**config.mk**
```make
export PLATFORM = sky130hd
export DESIGN_NAME = palette_integer_upscale_writer_unit
export DESIGN_NICKNAME = d
export VERILOG_FILES = /design/src/sv/piuw_pkg.sv /design/src/sv/piuw_cfg.sv /design/src/sv/piuw_ctrl.sv /design/src/sv/piuw_dp.sv /design/src/sv/palette_integer_upscale_writer_unit.sv
export SDC_FILE = /design/constraint.sdc
export NUM_CORES = 1
export LEC_CHECK = 0
export ABC_AREA = 1
export BUFFER_PORTS_ARGS = -buffer_cell sky130_fd_sc_hd__clkbuf_2
export CAP_MARGIN = 20
export CORE_UTILIZATION = 45
export CTS_BUF_LIST = sky130_fd_sc_hd__clkbuf_4 sky130_fd_sc_hd__clkbuf_8
export CTS_CLUSTER_SIZE = 8
export DETAILED_ROUTE_END_ITERATION = 6
export GPL_TIMING_DRIVEN = 0
export SYNTH_ARGS = -nofsm -noshare
export SYNTH_HDL_FRONTEND = slang
export SYNTH_HIERARCHICAL = 1
export SYNTH_SLANG_ARGS = --single-unit
```
**constraint.sdc**
```tcl
create_clock -name clk -period 5.75 [get_ports clk]
set_input_delay 0 -clock clk [delete_from_list [all_inputs] [get_ports clk]]
set_output_delay 0 -clock clk [all_outputs]
set_load 0.02 [all_outputs]
```
**src/sv/piuw_pkg.sv**
```systemverilog
`timescale 1ns / 1ps
// ----------------------------------------------------------------------------
// piuw_pkg - shared types and constants for the palette upscale writer
// Palette table, register indexes, field widths and the handshake structs
// between controller and datapath.
// ----------------------------------------------------------------------------
package piuw_pkg;

	// defaults for the top-level parameters
	localparam int DEF_CANVAS_WIDTH  = 320;
	localparam int DEF_CANVAS_HEIGHT = 200;
	localparam int DEF_MAX_SCALE     = 8;

	// field widths
	localparam int ADDR_W     = 48;
	localparam int RGB_W      = 24;
	localparam int PIX_W      = 14;   // frame size and real pixel coordinates
	localparam int PITCH_W    = 16;
	localparam int BPP_W      = 6;
	localparam int STRIDE_W   = 3;    // bits_per_pixel / 8
	localparam int SC_W       = 4;    // scale, 1 to 8
	localparam int XOFF_W     = PIX_W + STRIDE_W;
	localparam int YOFF_W     = PIX_W + PITCH_W;
	localparam int CIDX_W     = 8;
	localparam int CFG_IDX_W  = 3;
	localparam int CFG_DATA_W = 48;

	localparam logic [BPP_W-1:0] BPP_RESET = 6'd32;

	// register indexes
	typedef enum logic [CFG_IDX_W-1:0] {
		REG_FRAME_BASE     = 3'd0,
		REG_FRAME_WIDTH    = 3'd1,
		REG_FRAME_HEIGHT   = 3'd2,
		REG_ROW_PITCH      = 3'd3,
		REG_BITS_PER_PIXEL = 3'd4
	} cfg_reg_t;

	// fixed 16-colour palette, red in the top byte, entry 0 in the low bits
	localparam logic [15:0][RGB_W-1:0] PALETTE = {
		24'hFFFFFF, 24'hFFFF55, 24'hFF55FF, 24'hFF5555,
		24'h55FFFF, 24'h55FF55, 24'h5555FF, 24'h555555,
		24'hAAAAAA, 24'hAA5500, 24'hAA00AA, 24'hAA0000,
		24'h00AAAA, 24'h00AA00, 24'h0000AA, 24'h000000
	};

	typedef struct packed {
		logic [ADDR_W-1:0]  base;
		logic [PIX_W-1:0]   width;
		logic [PIX_W-1:0]   height;
		logic [PITCH_W-1:0] pitch;
		logic [BPP_W-1:0]   bpp;
	} cfg_t;

	typedef enum logic [1:0] {
		ST_IDLE,
		ST_MUL,
		ST_SETUP,
		ST_EMIT
	} state_t;

	typedef struct packed {
		logic load;    // take the word, latch origin and scales
		logic mul;     // form row and column offsets
		logic setup;   // form the first row address
		logic emit;    // load one write into the output register
	} dp_cmd_t;

	typedef struct packed {
		logic empty;     // nothing to write for this pixel
		logic out_free;  // output register can take a word
		logic last;      // current write is the final one
	} dp_status_t;

	// integer scale size / canvas, clamped to 1..max_scale and at most 8, by compares only
	function automatic logic [SC_W-1:0] scale_of(input logic [PIX_W-1:0] size,
			input int canvas, input int max_scale);
		logic [SC_W-1:0] s;
		s = SC_W'(1);
		for (int k = 2; k <= 8; k++) begin
			if (k <= max_scale && 32'(size) >= 32'(k * canvas))
				s = SC_W'(k);
		end
		return s;
	endfunction

endpackage

```
**src/sv/piuw_cfg.sv**
```systemverilog
`timescale 1ns / 1ps
// ----------------------------------------------------------------------------
// piuw_cfg - configuration registers
// Write-only register file; unknown indexes are ignored.
// ----------------------------------------------------------------------------
module piuw_cfg (
	input  logic                              clk,
	input  logic                              arst_n,
	input  logic                              cfg_write_en,
	input  logic [piuw_pkg::CFG_IDX_W-1:0]    cfg_index,
	input  logic [piuw_pkg::CFG_DATA_W-1:0]   cfg_data,
	output piuw_pkg::cfg_t                    cfg
);
	import piuw_pkg::*;

	cfg_t cfg_q;

	// register writes
	always_ff @(posedge clk or negedge arst_n) begin
		if (!arst_n) begin
			cfg_q.base   <= '0;
			cfg_q.width  <= '0;
			cfg_q.height <= '0;
			cfg_q.pitch  <= '0;
			cfg_q.bpp    <= BPP_RESET;
		end else if (cfg_write_en) begin
			case (cfg_reg_t'(cfg_index))
				REG_FRAME_BASE:     cfg_q.base   <= cfg_data[ADDR_W-1:0];
				REG_FRAME_WIDTH:    cfg_q.width  <= cfg_data[PIX_W-1:0];
				REG_FRAME_HEIGHT:   cfg_q.height <= cfg_data[PIX_W-1:0];
				REG_ROW_PITCH:      cfg_q.pitch  <= cfg_data[PITCH_W-1:0];
				REG_BITS_PER_PIXEL: cfg_q.bpp    <= cfg_data[BPP_W-1:0];
				default: ;
			endcase
		end
	end

	assign cfg = cfg_q;

endmodule

```
**src/sv/piuw_ctrl.sv**
```systemverilog
`timescale 1ns / 1ps
// ----------------------------------------------------------------------------
// piuw_ctrl - sequencing state machine
// Takes one canvas word, walks the datapath through offset set-up and then
// one write per cycle when out_free, until the block of real pixels is done.
// ----------------------------------------------------------------------------
module piuw_ctrl (
	input  logic                  clk,
	input  logic                  arst_n,
	input  logic                  in_valid,
	output logic                  in_ready,
	input  piuw_pkg::dp_status_t  status,
	output piuw_pkg::dp_cmd_t     cmd
);
	import piuw_pkg::*;

	state_t state_q, state_d;

	// state register
	always_ff @(posedge clk or negedge arst_n) begin
		if (!arst_n) begin
			state_q <= ST_IDLE;
		end else begin
			state_q <= state_d;
		end
	end

	// next state and commands
	always_comb begin
		state_d  = state_q;
		cmd      = '0;
		in_ready = 1'b0;
		case (state_q)
			ST_IDLE: begin
				in_ready = 1'b1;
				if (in_valid) begin
					cmd.load = 1'b1;
					state_d  = ST_MUL;
				end
			end
			ST_MUL: begin
				cmd.mul = 1'b1;
				state_d = status.empty ? ST_IDLE : ST_SETUP;
			end
			ST_SETUP: begin
				cmd.setup = 1'b1;
				state_d   = ST_EMIT;
			end
			ST_EMIT: begin
				if (status.out_free) begin
					cmd.emit = 1'b1;
					if (status.last)
						state_d = ST_IDLE;
				end
			end
			default: state_d = ST_IDLE;
		endcase
	end

endmodule

```
**src/sv/piuw_dp.sv**
```systemverilog
`timescale 1ns / 1ps
// ----------------------------------------------------------------------------
// piuw_dp - address and colour datapath
// Canvas position, scale, offset products, running row/column addresses,
// clip tests and the output register.
// ----------------------------------------------------------------------------
module piuw_dp #(
	parameter int CANVAS_WIDTH  = piuw_pkg::DEF_CANVAS_WIDTH,
	parameter int CANVAS_HEIGHT = piuw_pkg::DEF_CANVAS_HEIGHT,
	parameter int MAX_SCALE     = piuw_pkg::DEF_MAX_SCALE
) (
	input  logic                            clk,
	input  logic                            arst_n,
	input  piuw_pkg::cfg_t                  cfg,
	input  piuw_pkg::dp_cmd_t               cmd,
	output piuw_pkg::dp_status_t            status,
	input  logic [piuw_pkg::CIDX_W-1:0]     color_index,
	output logic                            out_valid,
	input  logic                            out_ready,
	output logic [piuw_pkg::ADDR_W-1:0]     write_address,
	output logic [piuw_pkg::RGB_W-1:0]      pixel_rgb,
	output logic                            last_write
);
	import piuw_pkg::*;

	localparam int COL_W = (CANVAS_WIDTH  > 1) ? $clog2(CANVAS_WIDTH)  : 1;
	localparam int ROW_W = (CANVAS_HEIGHT > 1) ? $clog2(CANVAS_HEIGHT) : 1;

	logic [COL_W-1:0]    col_q;
	logic [ROW_W-1:0]    row_q;
	logic [RGB_W-1:0]    rgb_q;
	logic [SC_W-1:0]     sx_q, sy_q, dx_q, dy_q;
	logic [PIX_W-1:0]    phx0_q, phy0_q, phx_q, phy_q;
	logic [YOFF_W-1:0]   yoff_q;
	logic [XOFF_W-1:0]   xoff0_q, xoff_q;
	logic [ADDR_W-1:0]   row_addr_q;
	logic                out_valid_q;
	logic [ADDR_W-1:0]   out_addr_q;
	logic [RGB_W-1:0]    out_rgb_q;
	logic                out_last_q;

	logic [SC_W-1:0]     sx_c, sy_c;
	logic [STRIDE_W-1:0] stride;
	logic                x_end, y_end;

	assign sx_c   = scale_of(cfg.width,  CANVAS_WIDTH,  MAX_SCALE);
	assign sy_c   = scale_of(cfg.height, CANVAS_HEIGHT, MAX_SCALE);
	assign stride = cfg.bpp[BPP_W-1:3];

	// canvas position, advanced on every word taken
	always_ff @(posedge clk or negedge arst_n) begin
		if (!arst_n) begin
			col_q <= '0;
			row_q <= '0;
		end else if (cmd.load) begin
			if (col_q == COL_W'(CANVAS_WIDTH - 1)) begin
				col_q <= '0;
				row_q <= (row_q == ROW_W'(CANVAS_HEIGHT - 1)) ? '0 : row_q + 1'b1;
			end else begin
				col_q <= col_q + 1'b1;
			end
		end
	end

	// per-pixel set-up: origin, offsets, running position
	always_ff @(posedge clk) begin
		if (cmd.load) begin
			rgb_q  <= PALETTE[color_index[3:0]];
			sx_q   <= sx_c;
			sy_q   <= sy_c;
			phx0_q <= PIX_W'(PIX_W'(col_q) * PIX_W'(sx_c));
			phy0_q <= PIX_W'(PIX_W'(row_q) * PIX_W'(sy_c));
		end
		if (cmd.mul) begin
			yoff_q  <= YOFF_W'(phy0_q) * YOFF_W'(cfg.pitch);
			xoff0_q <= XOFF_W'(phx0_q) * XOFF_W'(stride);
		end
		if (cmd.setup) begin
			row_addr_q <= cfg.base + ADDR_W'(yoff_q);
			xoff_q     <= xoff0_q;
			phx_q      <= phx0_q;
			phy_q      <= phy0_q;
			dx_q       <= '0;
			dy_q       <= '0;
		end else if (cmd.emit) begin
			if (x_end) begin
				// next row of the block
				row_addr_q <= row_addr_q + ADDR_W'(cfg.pitch);
				xoff_q     <= xoff0_q;
				phx_q      <= phx0_q;
				phy_q      <= phy_q + 1'b1;
				dx_q       <= '0;
				dy_q       <= dy_q + 1'b1;
			end else begin
				xoff_q <= xoff_q + XOFF_W'(stride);
				phx_q  <= phx_q + 1'b1;
				dx_q   <= dx_q + 1'b1;
			end
		end
	end

	// end of row and end of block, clipping included
	assign x_end = (dx_q == sx_q - 1'b1) || ({1'b0, phx_q} + 1'b1 >= {1'b0, cfg.width});
	assign y_end = (dy_q == sy_q - 1'b1) || ({1'b0, phy_q} + 1'b1 >= {1'b0, cfg.height});

	assign status.empty    = (cfg.base == '0) || (phx0_q >= cfg.width)
			|| (phy0_q >= cfg.height);
	assign status.out_free = !out_valid_q || out_ready;
	assign status.last     = x_end && y_end;

	// output register
	always_ff @(posedge clk or negedge arst_n) begin
		if (!arst_n) begin
			out_valid_q <= 1'b0;
		end else if (cmd.emit) begin
			out_valid_q <= 1'b1;
		end else if (out_ready) begin
			out_valid_q <= 1'b0;
		end
	end

	always_ff @(posedge clk) begin
		if (cmd.emit) begin
			out_addr_q <= row_addr_q + ADDR_W'(xoff_q);
			out_rgb_q  <= rgb_q;
			out_last_q <= status.last;
		end
	end

	assign out_valid     = out_valid_q;
	assign write_address = out_addr_q;
	assign pixel_rgb     = out_rgb_q;
	assign last_write    = out_last_q;

	// a write never overruns a word still waiting
	a_emit_free: assert property (@(posedge clk) disable iff (!arst_n)
		cmd.emit |-> (!out_valid_q || out_ready))
		else $error("write issued over an untaken word");

	// block counters stay inside the scale
	a_emit_range: assert property (@(posedge clk) disable iff (!arst_n)
		cmd.emit |-> (dx_q < sx_q && dy_q < sy_q))
		else $error("block counter past scale");

	// clipped pixels are never written
	a_emit_clip: assert property (@(posedge clk) disable iff (!arst_n)
		cmd.emit |-> (phx_q < cfg.width && phy_q < cfg.height))
		else $error("write outside the framebuffer");

	// a zero base suppresses every write
	a_emit_base: assert property (@(posedge clk) disable iff (!arst_n)
		cmd.emit |-> (cfg.base != '0))
		else $error("write with zero base address");

endmodule

```
**src/sv/palette_integer_upscale_writer_unit.sv**
```systemverilog
`timescale 1ns / 1ps
// ----------------------------------------------------------------------------
// palette_integer_upscale_writer_unit - palette lookup and integer upscaler
// Turns raster-order canvas colour indexes into framebuffer writes.
// ----------------------------------------------------------------------------
// Each canvas word is looked up in the 16-colour palette and widened into a
// block of scale_x by scale_y framebuffer writes, row by row, with pixels
// outside the framebuffer dropped and no writes at all while the base address
// is zero. A word passes through a step that latches it and its scales, a step
// for the offset multiplies and a step for the first row address, then one
// write per cycle from the output register while it can take one; a word
// with no writes ends after the multiplies. The write stream stalls only on
// out_ready. Registers should be written while no word is in flight.
// ----------------------------------------------------------------------------
module palette_integer_upscale_writer_unit #(
	parameter int CANVAS_WIDTH  = piuw_pkg::DEF_CANVAS_WIDTH,
	parameter int CANVAS_HEIGHT = piuw_pkg::DEF_CANVAS_HEIGHT,
	parameter int MAX_SCALE     = piuw_pkg::DEF_MAX_SCALE
) (
	input  logic                             clk,
	input  logic                             arst_n,
	input  logic                             cfg_write_en,
	input  logic [piuw_pkg::CFG_IDX_W-1:0]   cfg_index,
	input  logic [piuw_pkg::CFG_DATA_W-1:0]  cfg_data,
	input  logic                             in_valid,
	output logic                             in_ready,
	input  logic [piuw_pkg::CIDX_W-1:0]      color_index,
	output logic                             out_valid,
	input  logic                             out_ready,
	output logic [piuw_pkg::ADDR_W-1:0]      write_address,
	output logic [piuw_pkg::RGB_W-1:0]       pixel_rgb,
	output logic                             last_write
);
	import piuw_pkg::*;

	cfg_t       cfg;
	dp_cmd_t    cmd;
	dp_status_t status;

	piuw_cfg u_cfg (
		.clk          (clk),
		.arst_n       (arst_n),
		.cfg_write_en (cfg_write_en),
		.cfg_index    (cfg_index),
		.cfg_data     (cfg_data),
		.cfg          (cfg)
	);

	piuw_ctrl u_ctrl (
		.clk      (clk),
		.arst_n   (arst_n),
		.in_valid (in_valid),
		.in_ready (in_ready),
		.status   (status),
		.cmd      (cmd)
	);

	piuw_dp #(
		.CANVAS_WIDTH  (CANVAS_WIDTH),
		.CANVAS_HEIGHT (CANVAS_HEIGHT),
		.MAX_SCALE     (MAX_SCALE)
	) u_dp (
		.clk           (clk),
		.arst_n        (arst_n),
		.cfg           (cfg),
		.cmd           (cmd),
		.status        (status),
		.color_index   (color_index),
		.out_valid     (out_valid),
		.out_ready     (out_ready),
		.write_address (write_address),
		.pixel_rgb     (pixel_rgb),
		.last_write    (last_write)
	);

endmodule

```
# [Word level (Yosys, flattened, before mapping)]
# Memory sizes are Yosys's and may differ from the RTL's. A register that Yosys moved wholly into a read port is not among the register bits.
# Index checks and enable logic that the tools add are counted.
[totals] in_bits=64 regBits=372 word_cells=142 mem_count=1 mem_bits_ro=384
[classes] addsub=14 eq_ne=14 n_lt_le_gt_ge=18 n_mux=43 multipliers=4 reduce_logical=22
[mem_list] memory="(no name shown)" depth=16 width=24 rd=1 rd_clocked_by_memory_dff=1 wr=0 line_no="piuw_dp.sv:68" rtl="rgb_q <= PALETTE[color_index[3:0]];"
[ops] operator="48-bit 2-to-1 mux" n=3
[ops] operator="14-bit by 11-bit >= comparator with 1-bit output, second input constant" n=6
[ops] operator="14-bit by 10-bit >= comparator with 1-bit output, second input constant" n=5
[ops] operator="14-bit 2-to-1 mux" n=4
[ops] operator="4-bit 2-to-1 mux" n=13
[ops] operator="17-bit 2-to-1 mux" n=3
[ops] operator="48-bit by 16-bit adder with 48-bit output" n=1
[ops] operator="48-bit by 17-bit adder with 48-bit output" n=1
[ops] operator="48-bit by 30-bit adder with 48-bit output" n=1
[ops] operator="48-bit zero test" n=1
[ops] operator="14-bit by 1-bit adder with 15-bit output, second input constant" n=2
[ops] operator="15-bit by 14-bit >= comparator with 1-bit output" n=2
[ops] operator="14-bit by 1-bit adder with 14-bit output, second input constant" n=2
[ops] operator="14-bit by 12-bit >= comparator with 1-bit output, second input constant" n=2
[ops] operator="12-bit by 16-bit multiplier with 28-bit output" n=1
[ops] operator="17-bit by 3-bit adder with 17-bit output" n=1
[ops] operator="13-bit by 3-bit multiplier with 16-bit output" n=1
[ops] operator="2-bit AND reduction" n=8
[ops] operator="12-bit by 14-bit >= comparator with 1-bit output" n=1
[ops] operator="13-bit by 14-bit >= comparator with 1-bit output" n=1
[ops] operator="14-bit by 9-bit >= comparator with 1-bit output, second input constant" n=1
[ops] operator="9-bit by 4-bit multiplier with 13-bit output" n=1
[ops] operator="13-bit 2-to-1 mux" n=1
[ops] operator="8-bit by 4-bit multiplier with 12-bit output" n=1
[ops] operator="26 further kinds" n=52

# [Logic depth before layout (Yosys ltp)]
# Gate-level depths: netlist of the first run.
[logic_depth] depth_word=9 depth_mapped=24

# [Cells and area by module]
# Netlist of the first run, hierarchy kept.
[modules_own_cells] mod="piuw_dp" cells_per_inst=3900 area_each_um2=28587.4 instances=1
[modules_own_cells] mod="piuw_cfg" cells_per_inst=436 area_each_um2=3870.0 instances=1
[modules_own_cells] mod="piuw_ctrl" cells_per_inst=19 area_each_um2=120.1 instances=1

# [Worst setup path after synthesis of the first run]
# Ideal clock, no wire load.
[synth_timing] path_kind="register to register" from="register u_dp.out_valid_q, in the netlist u_dp/out_valid" to="register u_dp.phy_q[0] (enable)" required_ns=5.326 setup_slack_ns=0.538 t_arrival_ns=4.789 synth_period_minus_slack_ns=5.212 stages_incl_launch_ff=7 setup_time_ns=0.424 cell_sequence="dfrtp_1 > nand2_1 > inv_1 > nor2_1 > clkbuf_1 > nand2_2 > nand2_1"
[synth_rtl] element="from (decl)" line_no="piuw_dp.sv:37" rtl="logic out_valid_q;"
[synth_rtl] element="from (signal assigned)" line_no="piuw_dp.sv:114" rtl="out_valid_q <= 1'b0;"
[synth_rtl] element="from (signal assigned)" line_no="piuw_dp.sv:116" rtl="out_valid_q <= 1'b1;"
[synth_rtl] element="from (signal assigned)" line_no="piuw_dp.sv:118" rtl="out_valid_q <= 1'b0;"
[synth_rtl] element="to (signal assigned)" line_no="piuw_dp.sv:82" rtl="phy_q <= phy0_q;"
[synth_rtl] element="to (signal assigned)" line_no="piuw_dp.sv:91" rtl="phy_q <= phy_q + 1'b1;"
[synth_rtl] element="to (decl)" line_no="piuw_dp.sv:33" rtl="logic [PIX_W-1:0] phx0_q, phy0_q, phx_q, phy_q;"

# [Final worst setup path of the first run]
[layout_timing] from="register u_dp.phy0_q[5]" to="register u_dp.yoff_q[21] (data pin)"
[layout_via] elab_chain_cells=1
[layout_rtl] element="from (decl)" line_no="piuw_dp.sv:33"
[layout_rtl] element="from (signal assigned)" line_no="piuw_dp.sv:72" rtl="phy0_q <= PIX_W'(PIX_W'(row_q) * PIX_W'(sy_c));"
[layout_rtl] element="12-bit by 16-bit multiplier with 28-bit output" line_no="piuw_dp.sv:75" rtl="yoff_q <= YOFF_W'(phy0_q) * YOFF_W'(cfg.pitch);"
[layout_rtl] element="to (signal assigned)" line_no="piuw_dp.sv:75"
[layout_rtl] element="to (decl)" line_no="piuw_dp.sv:34" rtl="logic [YOFF_W-1:0] yoff_q;"
# Every way passes these cells.
# A chain may end at the register's enable or synchronous reset.

==> results of run 1 <==
[registers in the layout, summed over array words and instances (netlist names), named ones only]
signal / count
u_cfg/cfg: 95
u_dp/row_addr_q: 48
u_dp/write_address: 48
u_dp/yoff_q: 28
u_dp/xoff_q: 17
u_dp/xoff0_q: 16
u_dp/phx_q: 14
u_dp/phy_q: 14
u_dp/phx0_q: 13
u_dp/phy0_q: 12
u_dp/col_q: 9
u_dp/row_q: 8
u_dp/pixel_rgb: 5
u_dp/rgb_q: 5
u_dp/dx_q: 4
u_dp/dy_q: 4
u_dp/sx_q: 4
u_dp/sy_q: 4
u_ctrl/state_q: 1
u_dp/last_write: 1
u_dp/out_valid: 1
[through the flow]
| step | total power [mW] | utilization [%] |
|---|---|---|
| 6_report | 23.30 | 51.58 |
| 5_1_grt | 25.65 | 51.58 |
| 4_1_cts | 23.16 | 51.38 |
| 3_5_place_dp | 20.31 | 48.28 |
| 3_3_place_gp | 20.13 | 48.02 |
| 2_1_floorplan | 16.08 | - |
[layout make-up]
class | count | area [µm²] | area share, %
Clock buffer | 95 | 1201 | 3.258
Inverter | 771 | 2894 | 7.849
Sequential cell | 352 | 9920 | 26.90
Buffer | 105 | 614.3 | 1.666
Antenna cell | 1 | 2.502 | 0.006787
Timing Repair Buffer | 230 | 1689 | 4.581
Clock inverter | 25 | 235.2 | 0.6380
Tap cell | 950 | 1189 | 3.224
Multi-Input combinational cell | 3111 | 19130 | 51.87
[power breakdown]
| group | total (mW) | internal [mW] | switching, mW |
|---|---|---|---|
| logic | 15.1 | 5.35 | 9.79 |
| registers | 5.48 | 4.56 | 0.921 |
| clock network | 2.67 | 1.54 | 1.14 |
[how the worst min path moves through the flow]
stage               cells after the start  slack, ns           start       endpoint
detailed placement                      1      -0.13          arst_n  u_dp/row_q[5]
finish                                  2       0.12  color_index[0]  u_dp/rgb_q[7]
global placement                        1       0.20  color_index[0]  u_dp/rgb_q[7]
floorplan                               0      -0.30          arst_n  u_cfg/cfg[10]
CTS                                     2       0.07  color_index[0]  u_dp/rgb_q[7]
global route                            2       0.13  color_index[0]  u_dp/rgb_q[7]
[critical path, delay by kind of cell (launching register included)]
family / cells / cell delay [ns]
buffers and inverters: 6 / 0.87
adders and majority gates: 6 / 2.89
xor gates and xnor gates: 1 / 0.14
and+or+nand+nor: 3 / 0.25
AOI/OAI and AO/OA: 4 / 0.75
DFF: 1 / 0.35
[placed cells by master, fill, tap and decap left out, types with 10 or more instances in the layout]
cell type and n:
xor2_1 102, o21ai_0 116, nor4_1 17, nor3_1 44, inv_1 758, nand4_1 49
o21bai_1 12, buf_2 27, o21ai_1 25, clkbuf_1 19, dfrtp_1 111, a21o_1 15
clkbuf_2 156, nand3_1 292, dlygate4sd3_1 77, nand2_1 1383, edfxtp_1 229, nand2_2 10
buf_4 37, nor2_1 310, inv_2 13, xnor2_1 41, clkinv_2 11, ha_1 238
clkbuf_8 79, nor2_2 12, fa_1 181, clkbuf_4 21, a21oi_1 160
[what timing repair did]
item	CTS	global route
hold endpoints to repair	225	0
hold buffers	77	0
pin swaps	0	1
setup endpoints to repair	16	13
setup buffers	0	11
gates resized for setup	17	61
gates cloned	0	0
[per-layer routing]
metal  vias up  track usage [%]  share of wire [%]
met4         0            8.921                3.0
met5         -                0                  0
met3       138            2.405                5.1
met1     13484            35.65                 45
met2       749            44.20                 47
li1      14302                -                  -
==> metrics, run 1 <==
final WL 95690 µm; Cells after DPL ~5400; critical-path cell list clkbuf_2 > buf_4 > nand2_1 > fa_1 > fa_1 > fa_1 > inv_1 > fa_1 > inv_1 > fa_1 > inv_1 > ha_1 > buf_2 > a21oi_1 > o21ai_0 > a21oi_1 > o21ai_0 > nand2_1 > nand2_1 > xor2_1; Chip Height 270.6 µm; Worst VDD drop 0.0005080 V; largest net degree at the start of global routing 100; first-pass GRT wire length between 150000 and 200000 µm; critical path class reg2reg; Worst path most repeated cell fa_1; final net count between 5000 and 6000; TritonCTS clock tree yes; CP Launch Point u_dp/phy0_q[5]; worst reg2reg endpoint u_dp/yoff_q[21]; Worst Path Max Fanout 10; TritonRoute pass-1 iters 7; critical path arrival 5.90 ns; Setup crit start kind flip-flop; WHS 0.1169 ns; Clock Tree Buf Depth 3; final setup vio count 0; Pleak ~19 nW; Antenna Nets Post-Route 0; number of global-route vias before repair 28128; DRC viols 2; status finished with violations; failing checks design-rule violations; routed via count 28673; clk_skew about 0.047 ns; Worst Tran Pin Value between 0.9 and 1 ns; R2R Path Start u_dp/phy0_q[5]; max-cap violations 0; All-Layer GR Usage 26.36%; syn_nets between 4000 and 5000; final worst setup slack about 0.22 ns; final worst path period share 96.12%; Via density approximately 5; post-route cell area 36870 µm²; Placer Congestion 1.002; f_max between 150 and 200 MHz; Ports 139; count of non-filler cells in the finished layout 5640; Clk Latency, worst-skew pair 0.66 ns; share of cells above drive strength 1 under 10%; worst reg2reg path depth 20; CTS HTree Levels 3; HPWL reported at the end of detailed placement 77100 µm; P per Cell Area 631.9 nW/µm²; DRT iter0 DRCs 2058; CP required 6.13 ns; initial antenna violation count 1; Cells after Synth 4343; nature of the critical path endpoint flip-flop; Area after DPL 34520 µm²; Worst slew margin 37.37%; Clk pin slew, worst setup/hold paths 0.05 ns; CP Capture Point u_dp/yoff_q[21]; FILL cells 7144; setup TNS 0 ns; CTS Root Cell clkbuf_8; min-delay worst type in2reg; synthesized area per cell 7.475 µm²; area of the die roughly 73000 µm²; clock buffer count from CTS 67; R2R setup slack ~0.22 ns; PortBufs 134; Final Hold Vio Count 0; initial core utilization 45.41%; die extent in x approximately 270 µm; mapped cell area 32460 µm²; Yosys warnings 6; slowest library cell on the worst path fa_1; row count 98; area delta synth->final 13.57%; CTS sink count 352; WL per Instance 16.97 µm; Period minus WS final 5.527 ns; GRT overflow 0; Worst path max stage delay 0.59 ns; CORE AREA 71490 µm²; dpl ws -0.4064 ns; Slew Limit Fails 0
(Power assumes the default switching activity.)
==> run 2: changes to the inputs <==
Settings changed: ABC_AREA 1 to default, CORE_UTILIZATION 45 to 55, PLACE_DENSITY from default to 0.73.
==> metrics, run 2 <==
area of the multi-input gates 17490 µm² (was 19130 µm²); WL per Instance 19.07 µm (was 16.97 µm); R2R Path Start u_dp/phy0_q[4] (was u_dp/phy0_q[5]); Final Hold Vio Count 0 (unchanged); first-pass GRT wire length 119300 µm (was 151700 µm); share of cells above drive strength 1 16.41% (was 9.554%); worst reg2reg path depth 22 (was 20); R2R setup slack 0.10 ns (was 0.22 ns); DRC viols 0 (was 2); final WL 74700 µm (was 95690 µm); f_max 177.1 MHz (was 180.9 MHz); area of the die 53520 µm² (was 73220 µm²); initial antenna violation count 1 (unchanged); routed via count 22477 (was 28673); critical path class reg2reg (unchanged); Worst Tran Pin Value 0.9968 ns (was 0.9395 ns); PortBufs 134 (unchanged); setup TNS 0 ns (unchanged); area delta synth->final 15.31% (was 13.57%); clk_skew 0.04932 ns (was 0.04690 ns); final worst path period share 98.18% (was 96.12%); TritonRoute pass-1 iters 6 (was 7); row count 83 (was 98); critical path arrival 6.05 ns (was 5.90 ns); GRT overflow 0 (unchanged); Ports 139 (unchanged); CORE AREA 51610 µm² (was 71490 µm²); Cells after DPL 3693 (was 5435); final net count 3671 (was 5123); max-cap violations 0 (unchanged); DRT iter0 DRCs 1671 (was 2058); nature of the critical path endpoint flip-flop (unchanged); status finished clean (was finished with violations); Worst path max stage delay 0.55 ns (was 0.59 ns); FF+latch area 9933 µm² (was 9920 µm²); die extent in x 231.3 µm (was 270.6 µm); Clock Tree Buf Depth 3 (unchanged); Setup crit start kind flip-flop (unchanged); Period minus WS final 5.645 ns (was 5.527 ns); max FFs per register 95 (unchanged); HPWL reported at the end of detailed placement 55560 µm (was 77100 µm); syn_nets 3359 (was 4828); min-delay worst type in2reg (unchanged); Worst Path Max Fanout 5 (was 10); CTS HTree Levels 2 (was 3); CTS Root Cell clkbuf_8 (unchanged); Clk Latency, worst-skew pair 0.70 ns (was 0.66 ns); most frequent cells in the layout inv_1, nand2_1, ha_1 (was nand2_1, inv_1, nor2_1); FILL cells 4083 (was 7144); clock buffer count from CTS 59 (was 67); CP required 6.15 ns (was 6.13 ns); TritonCTS clock tree yes (unchanged); initial core utilization 56.05% (was 45.41%); Cells after Synth 2874 (was 4343); count of non-filler cells in the finished layout 3917 (was 5640); slowest library cell on the worst path fa_1 (unchanged); Antenna Nets Post-Route 0 (unchanged); final design utilization 64.63% (was 51.58%); worst hold start cfg_data[31] (was color_index[0]); Yosys warnings 6 (unchanged); Chip Height 231.3 µm (was 270.6 µm); Clk pin slew, worst setup/hold paths 0.06 ns (was 0.05 ns); hold path depth 3 (was 2); number of global-route vias before repair 22721 (was 28128); worst reg2reg endpoint u_dp/yoff_q[27] (was u_dp/yoff_q[21]); RSZ-0062 raised after global routing true; Worst path most repeated cell fa_1 (unchanged); critical-path cell list buf_4 > buf_6 > buf_4 > nand2_1 > fa_1 > fa_1 > inv_1 > fa_1 > fa_1 > inv_1 > fa_1 > inv_1 > ha_4 > a21oi_4 > o21ai_2 > a21oi_2 > o311ai_4 > a31oi_2 > o21bai_1 > a21o_1 > o31ai_2 > xnor2_1 (was clkbuf_2 > buf_4 > nand2_1 > fa_1 > fa_1 > fa_1 > inv_1 > fa_1 > inv_1 > fa_1 > inv_1 > ha_1 > buf_2 > a21oi_1 > o21ai_0 > a21oi_1 > o21ai_0 > nand2_1 > nand2_1 > xor2_1); CTS sink count 352 (unchanged); All-Layer GR Usage 28.37% (was 26.36%); largest net degree at the start of global routing 112 (was 100); Placer Congestion 0.9532 (was 1.002); final setup vio count 0 (unchanged); synthesized area per cell 10.07 µm² (was 7.475 µm²); mapped cell area 28930 µm² (was 32460 µm²); Hold Path End u_cfg/cfg[81] (was u_dp/rgb_q[7]); most common cell after layout, fill and taps aside inv_1 (was nand2_1); Worst slew margin 33.55% (was 37.37%); Via density 5.738 (was 5.084); Slew Limit Fails 0 (unchanged)
-- run 2: worst max-delay path by stage --
| stage | startpoint | to | cells past startpoint |
|---|---|---|---|
| final | u_dp/phy0_q[4] | u_dp/yoff_q[27] | 22 |
| after CTS | u_cfg/cfg[9] | u_dp/yoff_q[23] | 21 |
| after global placement | u_dp/phy0_q[5] | u_dp/yoff_q[27] | 22 |
| after global routing | u_dp/phy0_q[4] | u_dp/yoff_q[27] | 22 |
| after floorplan | u_dp/phy0_q[5] | u_dp/yoff_q[27] | 22 |
| after detailed placement | u_dp/phy0_q[5] | u_dp/yoff_q[27] | 22 |
-- run 2: routing by layer --
| metal | share of wire, % | global-route usage, % |
|---|---|---|
| met1 | 41 | 36.66 |
| met2 | 47 | 46.68 |
| met3 | 6.4 | 4.035 |
| met4 | 5.2 | 14.07 |
| met5 | 0 | 0 |
-- run 2: final cells by class --
| cell class | count | area share [%] |
|---|---|---|
| Multi-Input combinational cell | 2082 | 52.42 |
| Clock buffer | 96 | 3.530 |
| Sequential cell | 352 | 29.78 |
| Inverter | 328 | 3.691 |
| Antenna cell | 1 | 0.007502 |
| Timing Repair Buffer | 256 | 5.627 |
| Tap cell | 680 | 2.551 |
| Buffer | 107 | 1.966 |
| Clock inverter | 15 | 0.4276 |
-- run 2: worst max-delay path, delay by kind of cell, from the launching register on --
kind / cells / cell delay [ns]
fa+ha+maj: 6 / 2.81
compound gates: 8 / 1.38
buf+inv: 6 / 0.63
flops: 1 / 0.39
xor+xnor: 1 / 0.10
simple gates: 1 / 0.07
-- run 2: timing repair --
action,in CTS,in global routing
resized for setup,66,78
endpoints found under the hold margin,234,0
hold buffers,71,0
pin swaps,4,32
buffers inserted,24,22
endpoints found under the setup margin,13,11
-- run 2: per-stage QoR --
step	instance area, µm²	setup slack, ns	hold slack [ns]
floorplan	28930	0.04378	-0.2956
global placement	30450	-0.7401	0.2131
detailed placement	30590	-0.8889	-0.1762
CTS	32950	0.007489	0.01633
global route	33360	-0.03011	0.06807
finish	33360	0.1047	0.07063
Power of run 2 is not shown: default switching activity piles up to over one toggle a cycle in this logic, so the estimate is an artifact.
==> run 3: changes to the inputs <==
Settings changed: CELL_PAD_IN_SITES_DETAIL_PLACEMENT from default to 0, CELL_PAD_IN_SITES_GLOBAL_PLACEMENT from default to 1, CORE_UTILIZATION 55 to 51, PLACE_DENSITY 0.73 to default, PLACE_DENSITY_LB_ADDON from default to 0.1, SKIP_CTS_REPAIR_TIMING from default to 1.
==> metrics, run 3 (synthesis gave the netlist of run 2 again) <==
Placer Congestion 0.8859 (was 0.9532); final worst path period share 99.34% (was 98.18%); WL per Instance 18.74 µm (was 19.07 µm); Worst Path Max Fanout 7 (was 5); Worst slew margin 28.90% (was 33.55%); Worst path max stage delay 0.58 ns (was 0.55 ns); CTS Root Cell clkbuf_8 (unchanged); max FFs per register 95 (unchanged); Period minus WS final 5.712 ns (was 5.645 ns); initial core utilization 52.10% (was 56.05%); Area after DPL 30680 µm² (was 30590 µm²); post-route cell area 33320 µm² (was 33360 µm²); nature of the critical path endpoint flip-flop (unchanged); Cells after DPL 3761 (was 3693); slowest library cell on the worst path edfxtp_1 (was fa_1); FILL cells 4848 (was 4083); Setup crit start kind flip-flop (unchanged); CORE AREA 55520 µm² (was 51610 µm²); TritonRoute pass-1 iters 5 (was 6); CTS sink count 352 (unchanged); final setup vio count 0 (unchanged); Final Hold Vio Count 0 (unchanged); final design utilization 60.01% (was 64.63%); Ports 139 (unchanged); final WL 74590 µm (was 74700 µm); Worst Tran Pin Value 1.066 ns (was 0.9968 ns); f_max 175.1 MHz (was 177.1 MHz); CP required 6.12 ns (was 6.15 ns); most common cell after layout, fill and taps aside inv_1 (unchanged); final net count 3665 (was 3671); R2R Path Start u_dp/phy0_q[10] (was u_dp/phy0_q[4]); number of global-route vias before repair 21519 (was 22721); Antenna Nets Post-Route 0 (unchanged); critical path arrival 6.08 ns (was 6.05 ns); most frequent cells in the layout inv_1, nand2_1, ha_1 (unchanged); Worst path most repeated cell fa_1 (unchanged); Chip Height 240.2 µm (was 231.3 µm); Slew Limit Fails 0 (unchanged); largest net degree at the start of global routing 110 (was 112); die extent in x 240.2 µm (was 231.3 µm); Clock Tree Buf Depth 3 (unchanged); min-delay worst type in2reg (unchanged); GRT overflow 0 (unchanged); Clk pin slew, worst setup/hold paths 0.06 ns (about the same); clock buffer count from CTS 66 (was 59); share of cells above drive strength 1 16.09% (was 16.41%); initial antenna violation count 2 (was 1); count of non-filler cells in the finished layout 3981 (was 3917); area of the die 57680 µm² (was 53520 µm²); DRT iter0 DRCs 1356 (was 1671); worst hold start color_index[3] (was cfg_data[31]); DRC viols 0 (unchanged); Worst Path Buf+Inv 3 (was 6); status finished clean (unchanged); Clk Latency, worst-skew pair 0.65 ns (was 0.70 ns); routed via count 21774 (was 22477); CP Launch Point u_dp/phy0_q[10] (was u_dp/phy0_q[4]); first-pass GRT wire length 116900 µm (was 119300 µm); HPWL reported at the end of detailed placement 57590 µm (was 55560 µm); All-Layer GR Usage 26.16% (was 28.37%); max-cap violations 0 (unchanged); PortBufs 134 (unchanged); WHS 0.1192 ns (was 0.07063 ns); critical path class reg2reg (unchanged); area delta synth->final 15.18% (was 15.31%); RSZ-0062 raised after global routing true (unchanged); row count 86 (was 83); TritonCTS clock tree yes (unchanged); Via density 5.469 (was 5.738); critical-path cell list buf_6 > and2_1 > fa_1 > fa_1 > fa_1 > fa_1 > inv_1 > fa_1 > inv_1 > ha_4 > a21oi_4 > o21ai_2 > a21oi_2 > o311ai_4 > a31oi_2 > o21bai_1 > a21o_1 > o31ai_2 > xnor2_1 (was buf_4 > buf_6 > buf_4 > nand2_1 > fa_1 > fa_1 > inv_1 > fa_1 > fa_1 > inv_1 > fa_1 > inv_1 > ha_4 > a21oi_4 > o21ai_2 > a21oi_2 > o311ai_4 > a31oi_2 > o21bai_1 > a21o_1 > o31ai_2 > xnor2_1); CTS HTree Levels 3 (was 2); clk_skew 0.03961 ns (was 0.04932 ns); Top Family by Delay on Critical Path adder cells (unchanged)
==> run 3: path summary, 6_finish.rpt <==
path | end | slack (ns) | cells after the start
hold / removal | u_dp/rgb_q[22] | 0.12 | 2
setup reg to reg | u_dp/yoff_q[27] | 0.04 | 19
max in group asynchronous | u_dp/row_q[6] | 4.61 | 4
min in group asynchronous | u_dp/row_q[2] | 0.48 | 4
setup / recovery | u_dp/yoff_q[27] | 0.04 | 19
hold reg to reg | u_dp/pixel_rgb[14] | 0.41 | 0
==> run 3: layout make-up <==
type                       instances  area, µm²  share of cell area (%)
sequential                       352       9935                   29.82
buffer                           109      659.4                   1.979
inverter                         328       1231                   3.695
clock inverter                    32      246.5                  0.7398
timing repair buffer             241       1749                   5.250
clock buffer                      87       1110                   3.331
multi-input combinational       2082      17450                   52.36
antenna                            2      5.005                 0.01502
tap                              748      935.9                   2.809
==> run 3: routing by layer <==
metal,routed length [µm],part of all wire (%),track usage [%],vias up
met3,3776,5.1,3.192,139
met4,2433,3.3,9.863,0
li1,-,-,-,10441
met5,0,0,0,-
met2,34380,46,41.79,568
met1,33990,46,36.42,10626
==> run 3: worst register-to-register path: stages (launching register included) <==
cell and delay (ns):
edfxtp_1 0.58, buf_6 0.21, and2_1 0.16, fa_1 0.50
fa_1 0.58, fa_1 0.45, fa_1 0.55, inv_1 0.06
fa_1 0.53, inv_1 0.07, ha_4 0.28, a21oi_4 0.17
o21ai_2 0.10, a21oi_2 0.17, o311ai_4 0.13, a31oi_2 0.29
o21bai_1 0.13, a21o_1 0.20, o31ai_2 0.20, xnor2_1 0.10
==> run 3: through the flow <==
step | setup slack, ns | TNS (ns)
3_5_place_dp | -0.8751 | -5.367
3_3_place_gp | -0.8653 | -4.988
5_1_grt | -0.1333 | -0.2213
4_1_cts | -0.9181 | -5.853
6_report | 0.03790 | 0
2_1_floorplan | 0.04378 | 0
Power of run 3 is left out for the same reason.
